[src/lwpc_pkg.sv]
// Package of the page cache directory: sizes, field widths, action and
// register codes, and the command and status structs between controller
// and datapath. Depends on nothing.
package lwpc_pkg;

	localparam int SLOTS      = 8;
	localparam int PAGE_BYTES = 512;

	localparam int SLOT_W   = $clog2(SLOTS);
	localparam int POFF_W   = $clog2(PAGE_BYTES);
	localparam int COORD_W  = 12;               // coordinate bits used in the offset (below 4096)
	localparam int DIM_W    = 13;               // canvas_width / canvas_height
	localparam int OFFSET_W = 24;               // 4095 * 4096 + 4095 fits
	localparam int PAGE_W   = OFFSET_W - POFF_W;
	localparam int SECT_W   = 32;
	localparam int STAMP_W  = 32;

	localparam int IN_DATA_W  = 40;
	localparam int OUT_DATA_W = 88;
	localparam int OUT_USER_W = 5;

	localparam logic [7:0]         BLANK_BYTE = 8'h20;
	localparam logic [STAMP_W-1:0] STAMP_MAX  = 32'hFFFF_FFFF;

	typedef enum logic [1:0] {
		ACT_READ  = 2'd0,
		ACT_WRITE = 2'd1,
		ACT_FLUSH = 2'd2,
		ACT_NONE  = 2'd3
	} action_t;

	localparam logic [1:0] CFG_BASE   = 2'd0;
	localparam logic [1:0] CFG_WIDTH  = 2'd1;
	localparam logic [1:0] CFG_HEIGHT = 2'd2;

	typedef struct packed {
		logic load;         // capture an accepted item, restart the slot counter
		logic calc_mul;     // row product and bounds check
		logic calc_add;     // linear offset
		logic scan_step;    // tag and victim check of one slot
		logic cnt_skip;     // flush: step past a clean slot
		logic access_emit;  // update directory, load access result
		logic oor_emit;     // load out-of-range result
		logic flush_emit;   // clean one slot, load writeback result
	} cmd_t;

	typedef struct packed {
		logic oor;
		logic cnt_last;
		logic flush_hit;
		logic out_free;
	} sts_t;

endpackage

[src/lwpc_ctrl.sv]
// Controller of the page cache directory: sequences bounds check, offset,
// slot scan, directory update and flush. Depends on lwpc_pkg.
module lwpc_ctrl
	import lwpc_pkg::*;
(
	input  logic       clk,
	input  logic       arst_n,
	input  logic       s_tvalid,
	output logic       s_tready,
	input  logic [1:0] s_tuser,
	input  sts_t       sts,
	output cmd_t       cmd
);

	typedef enum logic [2:0] {
		ST_IDLE,
		ST_MUL,
		ST_ADD,
		ST_SCAN,
		ST_UPD,
		ST_OOR,
		ST_FLUSH
	} state_t;

	state_t state_q;
	logic   accept;

	assign s_tready = (state_q == ST_IDLE);
	assign accept   = s_tvalid && s_tready;

	always_comb begin
		cmd             = '0;
		cmd.load        = accept;
		cmd.calc_mul    = (state_q == ST_MUL);
		cmd.calc_add    = (state_q == ST_ADD);
		cmd.scan_step   = (state_q == ST_SCAN);
		cmd.access_emit = (state_q == ST_UPD) && sts.out_free;
		cmd.oor_emit    = (state_q == ST_OOR) && sts.out_free;
		cmd.flush_emit  = (state_q == ST_FLUSH) && sts.flush_hit && sts.out_free;
		cmd.cnt_skip    = (state_q == ST_FLUSH) && !sts.flush_hit;
	end

	always_ff @(posedge clk or negedge arst_n) begin
		if (!arst_n) begin
			state_q <= ST_IDLE;
		end else begin
			unique case (state_q)
				ST_IDLE: begin
					if (accept) begin
						unique case (action_t'(s_tuser))
							ACT_FLUSH: state_q <= ST_FLUSH;
							ACT_NONE:  state_q <= ST_IDLE;
							default:   state_q <= ST_MUL;
						endcase
					end
				end
				ST_MUL: state_q <= ST_ADD;
				ST_ADD: state_q <= sts.oor ? ST_OOR : ST_SCAN;
				ST_SCAN: begin
					if (sts.cnt_last) state_q <= ST_UPD;
				end
				ST_UPD: begin
					if (sts.out_free) state_q <= ST_IDLE;
				end
				ST_OOR: begin
					if (sts.out_free) state_q <= ST_IDLE;
				end
				ST_FLUSH: begin
					// hold on a dirty slot until the result register is free
					if (sts.cnt_last && (!sts.flush_hit || sts.out_free)) state_q <= ST_IDLE;
				end
				default: state_q <= ST_IDLE;
			endcase
		end
	end

endmodule

[src/lwpc_dp.sv]
// Datapath of the page cache directory: configuration registers, slot
// directory, address arithmetic, scan trackers and result register.
// Depends on lwpc_pkg.
module lwpc_dp
	import lwpc_pkg::*;
(
	input  logic                  clk,
	input  logic                  arst_n,
	input  logic                  cfg_we,
	input  logic [1:0]            cfg_index,
	input  logic [31:0]           cfg_data,
	input  logic [IN_DATA_W-1:0]  s_tdata,
	input  logic [1:0]            s_tuser,
	input  cmd_t                  cmd,
	output sts_t                  sts,
	output logic                  m_tvalid,
	input  logic                  m_tready,
	output logic [OUT_DATA_W-1:0] m_tdata,
	output logic [OUT_USER_W-1:0] m_tuser,
	output logic                  m_tlast
);

	logic [SECT_W-1:0] base_q;
	logic [DIM_W-1:0]  width_q;
	logic [DIM_W-1:0]  height_q;

	logic [PAGE_W-1:0]  slot_page_q  [SLOTS];
	logic [STAMP_W-1:0] slot_stamp_q [SLOTS];
	logic [SLOTS-1:0]   slot_valid_q;
	logic [SLOTS-1:0]   slot_dirty_q;
	logic [STAMP_W-1:0] use_q;

	logic [1:0]          act_q;
	logic [15:0]         x_q;
	logic [15:0]         y_q;
	logic [7:0]          pix_q;
	logic [OFFSET_W-1:0] prod_q;
	logic                oor_q;
	logic [OFFSET_W-1:0] offset_q;

	logic [SLOT_W-1:0]  cnt_q;
	logic               hit_q;
	logic [SLOT_W-1:0]  hslot_q;
	logic               found_inv_q;
	logic [STAMP_W-1:0] oldest_q;
	logic [SLOT_W-1:0]  victim_q;
	logic [PAGE_W-1:0]  vpage_q;
	logic               vdirty_q;

	logic                  out_valid_q;
	logic [OUT_DATA_W-1:0] out_data_q;
	logic [OUT_USER_W-1:0] out_user_q;
	logic                  out_last_q;

	logic [PAGE_W-1:0] req_page;
	logic [POFF_W-1:0] req_poff;
	logic              is_write;
	logic              cnt_last;
	logic              match;
	logic              flush_more;
	logic [SLOTS-1:0]  dirty_mask;
	logic [SLOT_W-1:0] acc_slot;
	logic              acc_wb;
	logic [SECT_W-1:0] acc_wbsec;
	logic [SECT_W-1:0] acc_fsec;
	logic [SECT_W-1:0] fl_wbsec;

	assign req_page   = offset_q[OFFSET_W-1:POFF_W];
	assign req_poff   = offset_q[POFF_W-1:0];
	assign is_write   = (act_q == ACT_WRITE);
	assign cnt_last   = (cnt_q == SLOT_W'(SLOTS - 1));
	assign match      = slot_valid_q[cnt_q] && (slot_page_q[cnt_q] == req_page);
	assign dirty_mask = slot_valid_q & slot_dirty_q;

	always_comb begin
		flush_more = 1'b0;
		for (int j = 0; j < SLOTS; j++) begin
			if ((SLOT_W'(j) > cnt_q) && dirty_mask[j]) flush_more = 1'b1;
		end
	end

	assign acc_slot  = hit_q ? hslot_q : victim_q;
	assign acc_wb    = !hit_q && vdirty_q;
	assign acc_wbsec = acc_wb ? (base_q + SECT_W'(vpage_q)) : '0;
	assign acc_fsec  = hit_q ? '0 : (base_q + SECT_W'(req_page));
	assign fl_wbsec  = base_q + SECT_W'(slot_page_q[cnt_q]);

	assign sts.oor       = oor_q;
	assign sts.cnt_last  = cnt_last;
	assign sts.flush_hit = dirty_mask[cnt_q];
	assign sts.out_free  = !out_valid_q || m_tready;

	// configuration registers
	always_ff @(posedge clk or negedge arst_n) begin
		if (!arst_n) begin
			base_q   <= '0;
			width_q  <= DIM_W'(640);
			height_q <= DIM_W'(480);
		end else if (cfg_we) begin
			unique case (cfg_index)
				CFG_BASE:   base_q   <= cfg_data;
				CFG_WIDTH:  width_q  <= cfg_data[DIM_W-1:0];
				CFG_HEIGHT: height_q <= cfg_data[DIM_W-1:0];
				default: ;
			endcase
		end
	end

	// item capture and address arithmetic
	always_ff @(posedge clk) begin
		if (cmd.load) begin
			act_q <= s_tuser;
			x_q   <= s_tdata[15:0];
			y_q   <= s_tdata[31:16];
			pix_q <= s_tdata[39:32];
		end
		if (cmd.calc_mul) begin
			prod_q <= OFFSET_W'(y_q[COORD_W-1:0] * width_q);
			oor_q  <= x_q[15] || y_q[15]
				|| (x_q >= {3'b000, width_q}) || (y_q >= {3'b000, height_q});
		end
		if (cmd.calc_add) begin
			offset_q <= prod_q + OFFSET_W'(x_q[COORD_W-1:0]);
		end
	end

	// slot counter and scan trackers
	always_ff @(posedge clk or negedge arst_n) begin
		if (!arst_n) begin
			cnt_q <= '0;
		end else if (cmd.load) begin
			cnt_q <= '0;
		end else if (cmd.scan_step || cmd.cnt_skip || cmd.flush_emit) begin
			cnt_q <= cnt_last ? '0 : cnt_q + 1'b1;
		end
	end

	always_ff @(posedge clk) begin
		if (cmd.load) begin
			hit_q <= 1'b0;
		end else if (cmd.scan_step) begin
			if (match && !hit_q) begin
				hit_q   <= 1'b1;
				hslot_q <= cnt_q;
			end
			if (cnt_q == '0) begin
				// slot zero seeds the victim, also when every stamp is at maximum
				found_inv_q <= !slot_valid_q[0];
				oldest_q    <= slot_stamp_q[0];
				victim_q    <= '0;
				vpage_q     <= slot_page_q[0];
				vdirty_q    <= dirty_mask[0];
			end else if (!found_inv_q) begin
				if (!slot_valid_q[cnt_q]) begin
					found_inv_q <= 1'b1;
					victim_q    <= cnt_q;
					vdirty_q    <= 1'b0;
				end else if (slot_stamp_q[cnt_q] < oldest_q) begin
					oldest_q <= slot_stamp_q[cnt_q];
					victim_q <= cnt_q;
					vpage_q  <= slot_page_q[cnt_q];
					vdirty_q <= slot_dirty_q[cnt_q];
				end
			end
		end
	end

	// directory
	always_ff @(posedge clk or negedge arst_n) begin
		if (!arst_n) begin
			slot_valid_q <= '0;
			slot_dirty_q <= '0;
			use_q        <= '0;
		end else if (cmd.access_emit) begin
			use_q <= use_q + 1'b1;
			if (!hit_q) begin
				slot_valid_q[acc_slot] <= 1'b1;
				slot_dirty_q[acc_slot] <= is_write;
			end else if (is_write) begin
				slot_dirty_q[acc_slot] <= 1'b1;
			end
		end else if (cmd.flush_emit) begin
			slot_dirty_q[cnt_q] <= 1'b0;
		end
	end

	always_ff @(posedge clk) begin
		if (cmd.access_emit) begin
			slot_stamp_q[acc_slot] <= use_q + 1'b1;
			if (!hit_q) slot_page_q[acc_slot] <= req_page;
		end
	end

	// result register
	always_ff @(posedge clk or negedge arst_n) begin
		if (!arst_n) begin
			out_valid_q <= 1'b0;
		end else if (cmd.access_emit || cmd.oor_emit || cmd.flush_emit) begin
			out_valid_q <= 1'b1;
		end else if (m_tready) begin
			out_valid_q <= 1'b0;
		end
	end

	always_ff @(posedge clk) begin
		if (cmd.access_emit) begin
			out_data_q <= {4'b0000, acc_fsec, acc_wbsec, (is_write ? pix_q : 8'h00),
				req_poff, acc_slot};
			out_user_q <= {!hit_q, acc_wb, is_write, hit_q, 1'b0};
			out_last_q <= 1'b1;
		end else if (cmd.oor_emit) begin
			out_data_q <= {4'b0000, {SECT_W{1'b0}}, {SECT_W{1'b0}},
				(is_write ? 8'h00 : BLANK_BYTE), {POFF_W{1'b0}}, {SLOT_W{1'b0}}};
			out_user_q <= {4'b0000, 1'b1};
			out_last_q <= 1'b1;
		end else if (cmd.flush_emit) begin
			out_data_q <= {4'b0000, {SECT_W{1'b0}}, fl_wbsec, 8'h00,
				{POFF_W{1'b0}}, cnt_q};
			out_user_q <= {1'b0, 1'b1, 1'b0, 1'b0, 1'b0};
			out_last_q <= !flush_more;
		end
	end

	assign m_tvalid = out_valid_q;
	assign m_tdata  = out_data_q;
	assign m_tuser  = out_user_q;
	assign m_tlast  = out_last_q;

endmodule

[src/lru_writeback_page_cache_unit.sv]
// Top level of the write-back page cache directory: joins controller and
// datapath. Depends on lwpc_pkg, lwpc_ctrl and lwpc_dp.
//
// Use: requests enter on the s_ stream (action in s_tuser; 0 read pixel,
// 1 write pixel, 2 flush, 3 ignored). Each transfer on the m_ stream tells
// the page RAM and the sector mover what to do: slot and in-page offset,
// optional RAM write, a writeback of the old page and a fill of the new one.
// Configuration (base sector, canvas width and height) goes in over the
// cfg_ write port while no request is in flight.
// Throughput: one item at a time. A read or write passes through the row
// product and bounds check, the offset, the tag and LRU scan (one slot per
// cycle through the directory read port) and the update, which loads the
// result; the next item is taken after that. An out-of-range request skips
// the scan and loads its result in its own step. A flush walks the slots one
// per cycle, holding on a dirty slot while the result register is not free,
// and emits one writeback per dirty slot, tlast on the final one.
// Stall: a single result register holds while m_tready is low; the
// controller holds at its emit step until that register frees.
// Reset: arst_n clears all slots to invalid and clean, the access stamp
// counter to zero, and the canvas to 640 by 480 at sector zero.
module lru_writeback_page_cache_unit
	import lwpc_pkg::*;
(
	input  logic                  clk,
	input  logic                  arst_n,
	// configuration write port
	input  logic                  cfg_we,
	input  logic [1:0]            cfg_index,
	input  logic [31:0]           cfg_data,
	// request stream
	input  logic                  s_tvalid,
	output logic                  s_tready,
	input  logic [IN_DATA_W-1:0]  s_tdata,  // pos_x[15:0], pos_y[31:16], pixel_byte[39:32]
	input  logic [1:0]            s_tuser,  // action[1:0]
	// result stream
	output logic                  m_tvalid,
	input  logic                  m_tready,
	output logic [OUT_DATA_W-1:0] m_tdata,  // slot[2:0], byte_pos[11:3],
	                                        // write_byte[19:12], writeback_sector[51:20],
	                                        // fill_sector[83:52], zero[87:84]
	output logic [OUT_USER_W-1:0] m_tuser,  // out_of_range[0], hit[1], ram_write[2],
	                                        // writeback[3], fill[4]
	output logic                  m_tlast   // last
);

	cmd_t cmd;
	sts_t sts;

	// sequence the steps of each request
	lwpc_ctrl u_ctrl (
		.clk      (clk),
		.arst_n   (arst_n),
		.s_tvalid (s_tvalid),
		.s_tready (s_tready),
		.s_tuser  (s_tuser),
		.sts      (sts),
		.cmd      (cmd)
	);

	// directory, arithmetic and result register
	lwpc_dp u_dp (
		.clk       (clk),
		.arst_n    (arst_n),
		.cfg_we    (cfg_we),
		.cfg_index (cfg_index),
		.cfg_data  (cfg_data),
		.s_tdata   (s_tdata),
		.s_tuser   (s_tuser),
		.cmd       (cmd),
		.sts       (sts),
		.m_tvalid  (m_tvalid),
		.m_tready  (m_tready),
		.m_tdata   (m_tdata),
		.m_tuser   (m_tuser),
		.m_tlast   (m_tlast)
	);

endmodule

[config.mk]
export PLATFORM = sky130hd
export DESIGN_NAME = lru_writeback_page_cache_unit
export DESIGN_NICKNAME = d
export VERILOG_FILES = /design/src/lwpc_pkg.sv /design/src/lwpc_ctrl.sv /design/src/lwpc_dp.sv /design/src/lru_writeback_page_cache_unit.sv
export SDC_FILE = /design/constraint.sdc
export NUM_CORES = 1
export LEC_CHECK = 0
export BUFFER_PORTS_ARGS = -buffer_cell sky130_fd_sc_hd__buf_4
export CAP_MARGIN = 20
export CORE_ASPECT_RATIO = 2
export CORE_MARGIN = 1
export CORE_UTILIZATION = 60
export CTS_BUF_LIST = sky130_fd_sc_hd__clkbuf_4 sky130_fd_sc_hd__clkbuf_8
export DETAILED_ROUTE_END_ITERATION = 10
export PLACE_DENSITY = 0.78
export REMOVE_ABC_BUFFERS = 1
export SETUP_SLACK_MARGIN = 0.4
export SLEW_MARGIN = 20
export SYNTH_ARGS = -nofsm -noshare
export SYNTH_HDL_FRONTEND = slang
export SYNTH_HIERARCHICAL = 1
export SYNTH_SLANG_ARGS = --single-unit
[constraint.sdc]
create_clock -name clk -period 12 [get_ports clk]
set_clock_uncertainty 0.05 [all_clocks]
set_input_delay 3.6 -clock clk [delete_from_list [all_inputs] [get_ports clk]]
set_output_delay 3.6 -clock clk [all_outputs]
set_load 0.02 [all_outputs]
# ---- Word-level counts from Yosys, hierarchy flattened
# Memory sizes are Yosys's and may differ from the RTL's.
# Cells that the tools add are included.
dict set report totals {
  register_bits 350
  mem_bits_rw 376
  in_bits 81
  word_cells 204
  memories 2
}
# name depth word_bits read_ports rd_clocked_by_memory_dff wr line_no
set memory_table {}
lappend memory_table {u_dp.slot_stamp_q 8 32 2 0 1 lwpc_dp.sv:28} ;# logic [STAMP_W-1:0] slot_stamp_q [SLOTS];
lappend memory_table {u_dp.slot_page_q 8 15 2 0 1 lwpc_dp.sv:27} ;# logic [PAGE_W-1:0] slot_page_q [SLOTS];
dict set report classes {
  add_sub_neg 6
  mul 1
  n_lt_le_gt_ge 15
  n_eq_ne 20
  mux 69
  bitwise 7
  n_reduce_logical 57
}
# cell n
set ops {}
lappend ops {{$mux 84} 3}
lappend ops {{$mux 32} 6}
lappend ops {{$add 32x15->32} 3}
lappend ops {{$mux 15} 4}
lappend ops {{$mux 8} 5}
lappend ops {{$mux 3} 12}
lappend ops {{$add 32x1->32 const B} 1}
lappend ops {{$ge 16x13->1} 2}
lappend ops {{$lt 32x32->1} 1}
lappend ops {{$mux 1} 27}
lappend ops {{$add 24x12->24} 1}
lappend ops {{$mul 12x13->24} 1}
lappend ops {{$logic_and 1x1->1} 20}
lappend ops {{$pmux 3 s6} 1}
lappend ops {{$and 8x8->8} 2}
lappend ops {{$or 8x8->8} 2}
lappend ops {{$eq 15x15->1} 1}
lappend ops {{$mux 5} 3}
lappend ops {{$reduce_and 2->1} 7}
lappend ops {{$eq 3x3->1 const B} 4}
lappend ops {{$gt 3x3->1 const A} 4}
lappend ops {{$reduce_bool 2->1} 6}
lappend ops {{$bmux 1 s3} 3}
lappend ops {{$logic_or 1x1->1} 9}
lappend ops {{other kinds (26)} 47}

# ---- Logic depth before layout (Yosys ltp)
dict set report logic_depth {
  ltp_word 11
  ltp_mapped 21
  mapped_depth_nobuf 20
}

# ---- Modules after synthesis
# Netlist, hierarchy kept.
# module n_inst cells_each area_each_um2
set by_module_without_submodules {}
lappend by_module_without_submodules {lwpc_dp 1 2925 37309.5}
lappend by_module_without_submodules {lwpc_ctrl 1 38 301.5}

# ---- Worst setup path before layout
# OpenSTA, ideal clock, no wires.
dict set report synth_path {
  path_kind {input -> register}
  from {in s_tvalid}
  to {reg u_dp.oldest_q[0] (enable)}
  setup_ps 468
  t_arrival_ps 6862
  t_required_ps 11482
  setup_slack_ps 4620
  stages 6
  path_cell_list {and2_1 buf_4 inv_1 nand2_1 or3_1 o22ai_1}
}
# item line_no
set synth_lines {}
lappend synth_lines {{from (decl)} lru_writeback_page_cache_unit.sv:31} ;# input logic s_tvalid,
lappend synth_lines {{to (signal assigned)} lwpc_dp.sv:149} ;# oldest_q <= slot_stamp_q[0];
lappend synth_lines {{to (signal assigned)} lwpc_dp.sv:159} ;# oldest_q <= slot_stamp_q[cnt_q];
lappend synth_lines {{to (decl)} lwpc_dp.sv:45} ;# logic [STAMP_W-1:0] oldest_q;

# ---- Final worst setup path
dict set report layout_path {
  from {reg u_dp.cnt_q[2]}
  to {reg u_dp.oldest_q[20] (enable)}
}
dict set report layout_between {
  elab_chain_cells 4
}
# item line_no
set layout_lines {}
lappend layout_lines {{from (decl)} lwpc_dp.sv:41} ;# logic [SLOT_W-1:0] cnt_q;
lappend layout_lines {{from (signal assigned)} lwpc_dp.sv:134} ;# cnt_q <= cnt_last ? '0 : cnt_q + 1'b1;
lappend layout_lines {{$mem_v2 8x32 / $bmux 1 s3 (equally long branches)} --}
lappend layout_lines {{$lt 32x32->1 / $mux 1 (equally long branches)} {lwpc_dp.sv:158, lwpc_dp.sv:154}}
lappend layout_lines {{$reduce_bool 2->1 (no line)} --}
lappend layout_lines {{$reduce_and 5->1 (no line) (*)} --}
# Mark *: on every way between the ends. The rest lies on a longest branch, timed or not. The select of a mux whose other input is x is not followed.
# A chain may end at the register's enable or synchronous reset.

==> results by group <==
Status
  • Outcome: finished with violations
  • Failing checks: design-rule violations

Clock network
  • Hold-fix buffers, CTS: 0
  • CTS H-tree lvls: 3
  • Clk sinks: 726
  • Skew-Pair Late Insertion Delay: ~0.7 ns
  • # resized after CTS: 0
  • Clk buf depth: 3
  • CTS Buf Count: 97
  • Postcts setup bufs: 0
  • CTS tree: done
  • Root Driver: clkbuf_8
  • Clock slew at reported path FFs: 0.07 ns

Critical path
  • FF-to-FF setup slack: 5.31 ns
  • CP dominant cell by count: buf_4
  • Crit end category: flip-flop
  • Worst-path cell chain: buf_4, nand2b_1, nor2_2, buf_4, a221oi_1, nand3_1, ha_1, a21o_1, a21oi_1, nor2b_1, o211ai_1, a21boi_0, o21ai_0, o211ai_1, o22ai_4, buf_4
  • Slowest CP cell: o21ai_0
  • Slowest stage delay, CP: 0.85 ns
  • Crit path arrival time: 6.98 ns
  • Crit-path max FO: 51
  • Worst setup SP type: flip-flop
  • WP data required: 12.29 ns
  • Crit path kind: flip-flop to flip-flop

STA
  • Relative slew margins: 25.1%
  • Final hold viol count: 0
  • # setup viols final: 0
  • Slew Limit Fails: 0
  • RSZ-0062 raised after global routing: no
  • Part of the cycle the worst path needs: a little under three fifths
  • Post-Route Setup TNS: 0 ns
  • Post-route minimum period: 6.69 ns
  • F_max: 149 MHz
  • Slew @ Worst Pin: roughly 1.1 ns
  • Hold_ws: 0.450 ns
  • Final WS setup: 5.31 ns

Synthesis
  • Primary FF master, synth: edfxtp_1
  • Synth warn: 6
  • Number of flops mapped to enable cells by yosys: 610
  • Mapped Avg Cell Area: between 10 and 15 µm²
  • Synth Register Bits: slightly above 700
  • Seq/Total Area, Yosys: a little under three fifths
  • Area of the mapped netlist: 37,600 µm²
  • Top cells by area, synth: edfxtp_1 (49%), dfrtp_1 (7.1%), fa_1 (6.0%)
  • Largest area contributor in the netlist: edfxtp_1
  • Area share of the largest cell type after synthesis: 48.7%
  • Synth cell count leaders: edfxtp_1 (610), inv_1 (264), nand2_1 (226), ha_1 (178), nor2_1 (155)
  • Dominant cell by count in the synthesized netlist: edfxtp_1
  • Cell variety after synth: 97
  • Ys async rst share: 15.6%
  • Cells after Synth: 2,963

Global route
  • Number of global-route vias before repair: 26,700
  • GRT Overall Usage: about a third
  • First-pass GRT wire length: approximately 150,000 µm
  • Total gr overflow: 0
  • Largest net degree at the start of global routing: 67
  • Initial antenna violation count: 1

Final layout
  • Share of cells above drive strength 1: 17.3%
  • P&R area growth vs syn: 11.1%
  • Register Area: between 20,000 and 25,000 µm²
  • Final nets: ~3,500
  • Area occupied by multi-input gates: 14,900 µm²
  • Fill cell count: 4,535

Detailed routing
  • Via count: between 20,000 and 30,000
  • Post-route DRC: 4
  • Routed WL: 101,000 µm
  • Vias per Instance: 6.27
  • Post-DR wirelength/cell: 25.2 µm
  • DRT Pass-1 Iters: 9
  • DR iter-0 viols: 1,944
  • Remaining antenna violation count after routing: 0

Hold path
  • HP Class: flip-flop to flip-flop

Pwr
  • Clock network power share: 15.5%
  • Pwr Density: between 300 and 400 nW/µm²
  • Sequential share of power: 31.2%
  • P_leak: ~16 nW
  • Total power draw: approximately 13 mW
  • Psw: between 5 and 6 mW
  • Internal power: between 7 and 8 mW
  • Maximum VDD drop: 348 µV
  • Sw frac: 42.5%
  • Gate power share: 53.3%

Die
  • I/O pins: 177
  • Die Y: 356 µm
  • Initial Util: 60.7%
  • CORE AREA: 62,000 µm²
  • Site row count: 129
  • DIE AREA: 63,800 µm²
  • Die width: 179 µm

Placement
  • DP HPWL: 74,100 µm
  • Final Wtd Congestion: 0.987
  • Number of port buffers: ~170
  • Pre-CTS setup slack: 4.77 ns

Job
  • Max Cap Viol: 0
flip-flops by register name (all words and copies together) (netlist names), 3 cells and up:
register           count
u_dp/slot_stamp_q    256
u_dp/slot_page_q     120
u_dp/m_tdata          84
u_dp/base_q           32
u_dp/oldest_q         32
u_dp/use_q            32
u_dp/offset_q         24
u_dp/prod_q           24
u_dp/x_q              16
u_dp/y_q              16
u_dp/vpage_q          15
u_dp/height_q         13
u_dp/width_q          13
u_dp/pix_q             8
u_dp/slot_dirty_q      8
u_dp/slot_valid_q      8
u_dp/m_tuser           5
u_ctrl/state_q         3
u_dp/cnt_q             3
u_dp/hslot_q           3
u_dp/victim_q          3
routing by layer:
metal	GRT usage [%]	routed length (µm)	up-vias	part of all wire, %
met5	0	0	-	0
met4	23.8	8140	0	8.0
met3	5.04	5700	389	5.6
met2	61.0	56100	1150	55
met1	30.9	31500	12600	31
li1	-	-	11100	-
cell type report:
type | instances | area share [%]
antenna | 1 | 0.00599
clock buffer | 128 | 3.84
clock inverter | 54 | 1.14
inverter | 266 | 2.39
multi-input combinational | 1852 | 35.7
sequential | 726 | 50.8
tap | 786 | 2.35
timing repair buffer | 210 | 3.77
through the flow:
step,utilization (%),std cells,cell area (µm²)
floorplan,-,2844,37000
detailed placement,64.1,3840,39700
global placement,64.1,3840,39700
CTS,67.4,4022,41800
global route,67.4,4023,41800
finish,67.4,4023,41800
worst paths after layout:
path | from | to | depth (start not counted)
setup / recovery | u_dp/cnt_q[2]$_DFFE_PN0P_ | u_dp/oldest_q[20]$_DFFE_PP_ | 16
max in group asynchronous | arst_n | u_dp/cnt_q[1]$_DFFE_PN0P_ | 2
hold reg to reg | u_dp/use_q[31]$_DFFE_PN0P_ | u_dp/use_q[31]$_DFFE_PN0P_ | 1
setup reg to reg | u_dp/cnt_q[2]$_DFFE_PN0P_ | u_dp/oldest_q[20]$_DFFE_PP_ | 16
hold / removal | u_dp/use_q[31]$_DFFE_PN0P_ | u_dp/use_q[31]$_DFFE_PN0P_ | 1
min in group asynchronous | arst_n | u_dp/base_q[18]$_DFFE_PN0P_ | 1
cell usage in the layout (no fill, tap or decap), types with 35 or more instances in the layout:
cell / count
a21oi_1: 100
a22oi_1: 98
and2_1: 75
and3_1: 35
buf_4: 210
clkbuf_8: 103
dfrtp_1: 105
edfxtp_1: 610
fa_1: 113
ha_1: 178
inv_1: 261
mux2_2: 104
nand2_1: 226
nand3_1: 71
nand4_1: 48
nor2_1: 150
o21ai_0: 89
xnor2_1: 111
xor2_1: 50
power groups by stage:
stage	clock network [mW]	logic [mW]	registers, mW
final	1.99	6.87	4.03
after global routing	2.11	7.56	4.05
after CTS	2.02	6.82	4.01
after detailed placement	0	6.78	4.06
after global placement	0	6.54	4.05
after floorplan	0	4.61	4.06
cells by family after synthesis:
logic type	synth area share, %
compound gates	9.25
other cells	0.00997
xor+xnor	3.75
mux	4.67
fa+ha+maj	11.9
buf+inv	4.20
simple gates	9.79
flops	56.4
critical path: cells and delay by family, from the launching register on:
family | cells | cell delay, ns
compound gates | 8 | 2.93
fa+ha+maj | 1 | 0.25
buf+inv | 3 | 1.61
flops | 1 | 0.57
simple gates | 4 | 0.78
(Power assumes the default switching activity.)
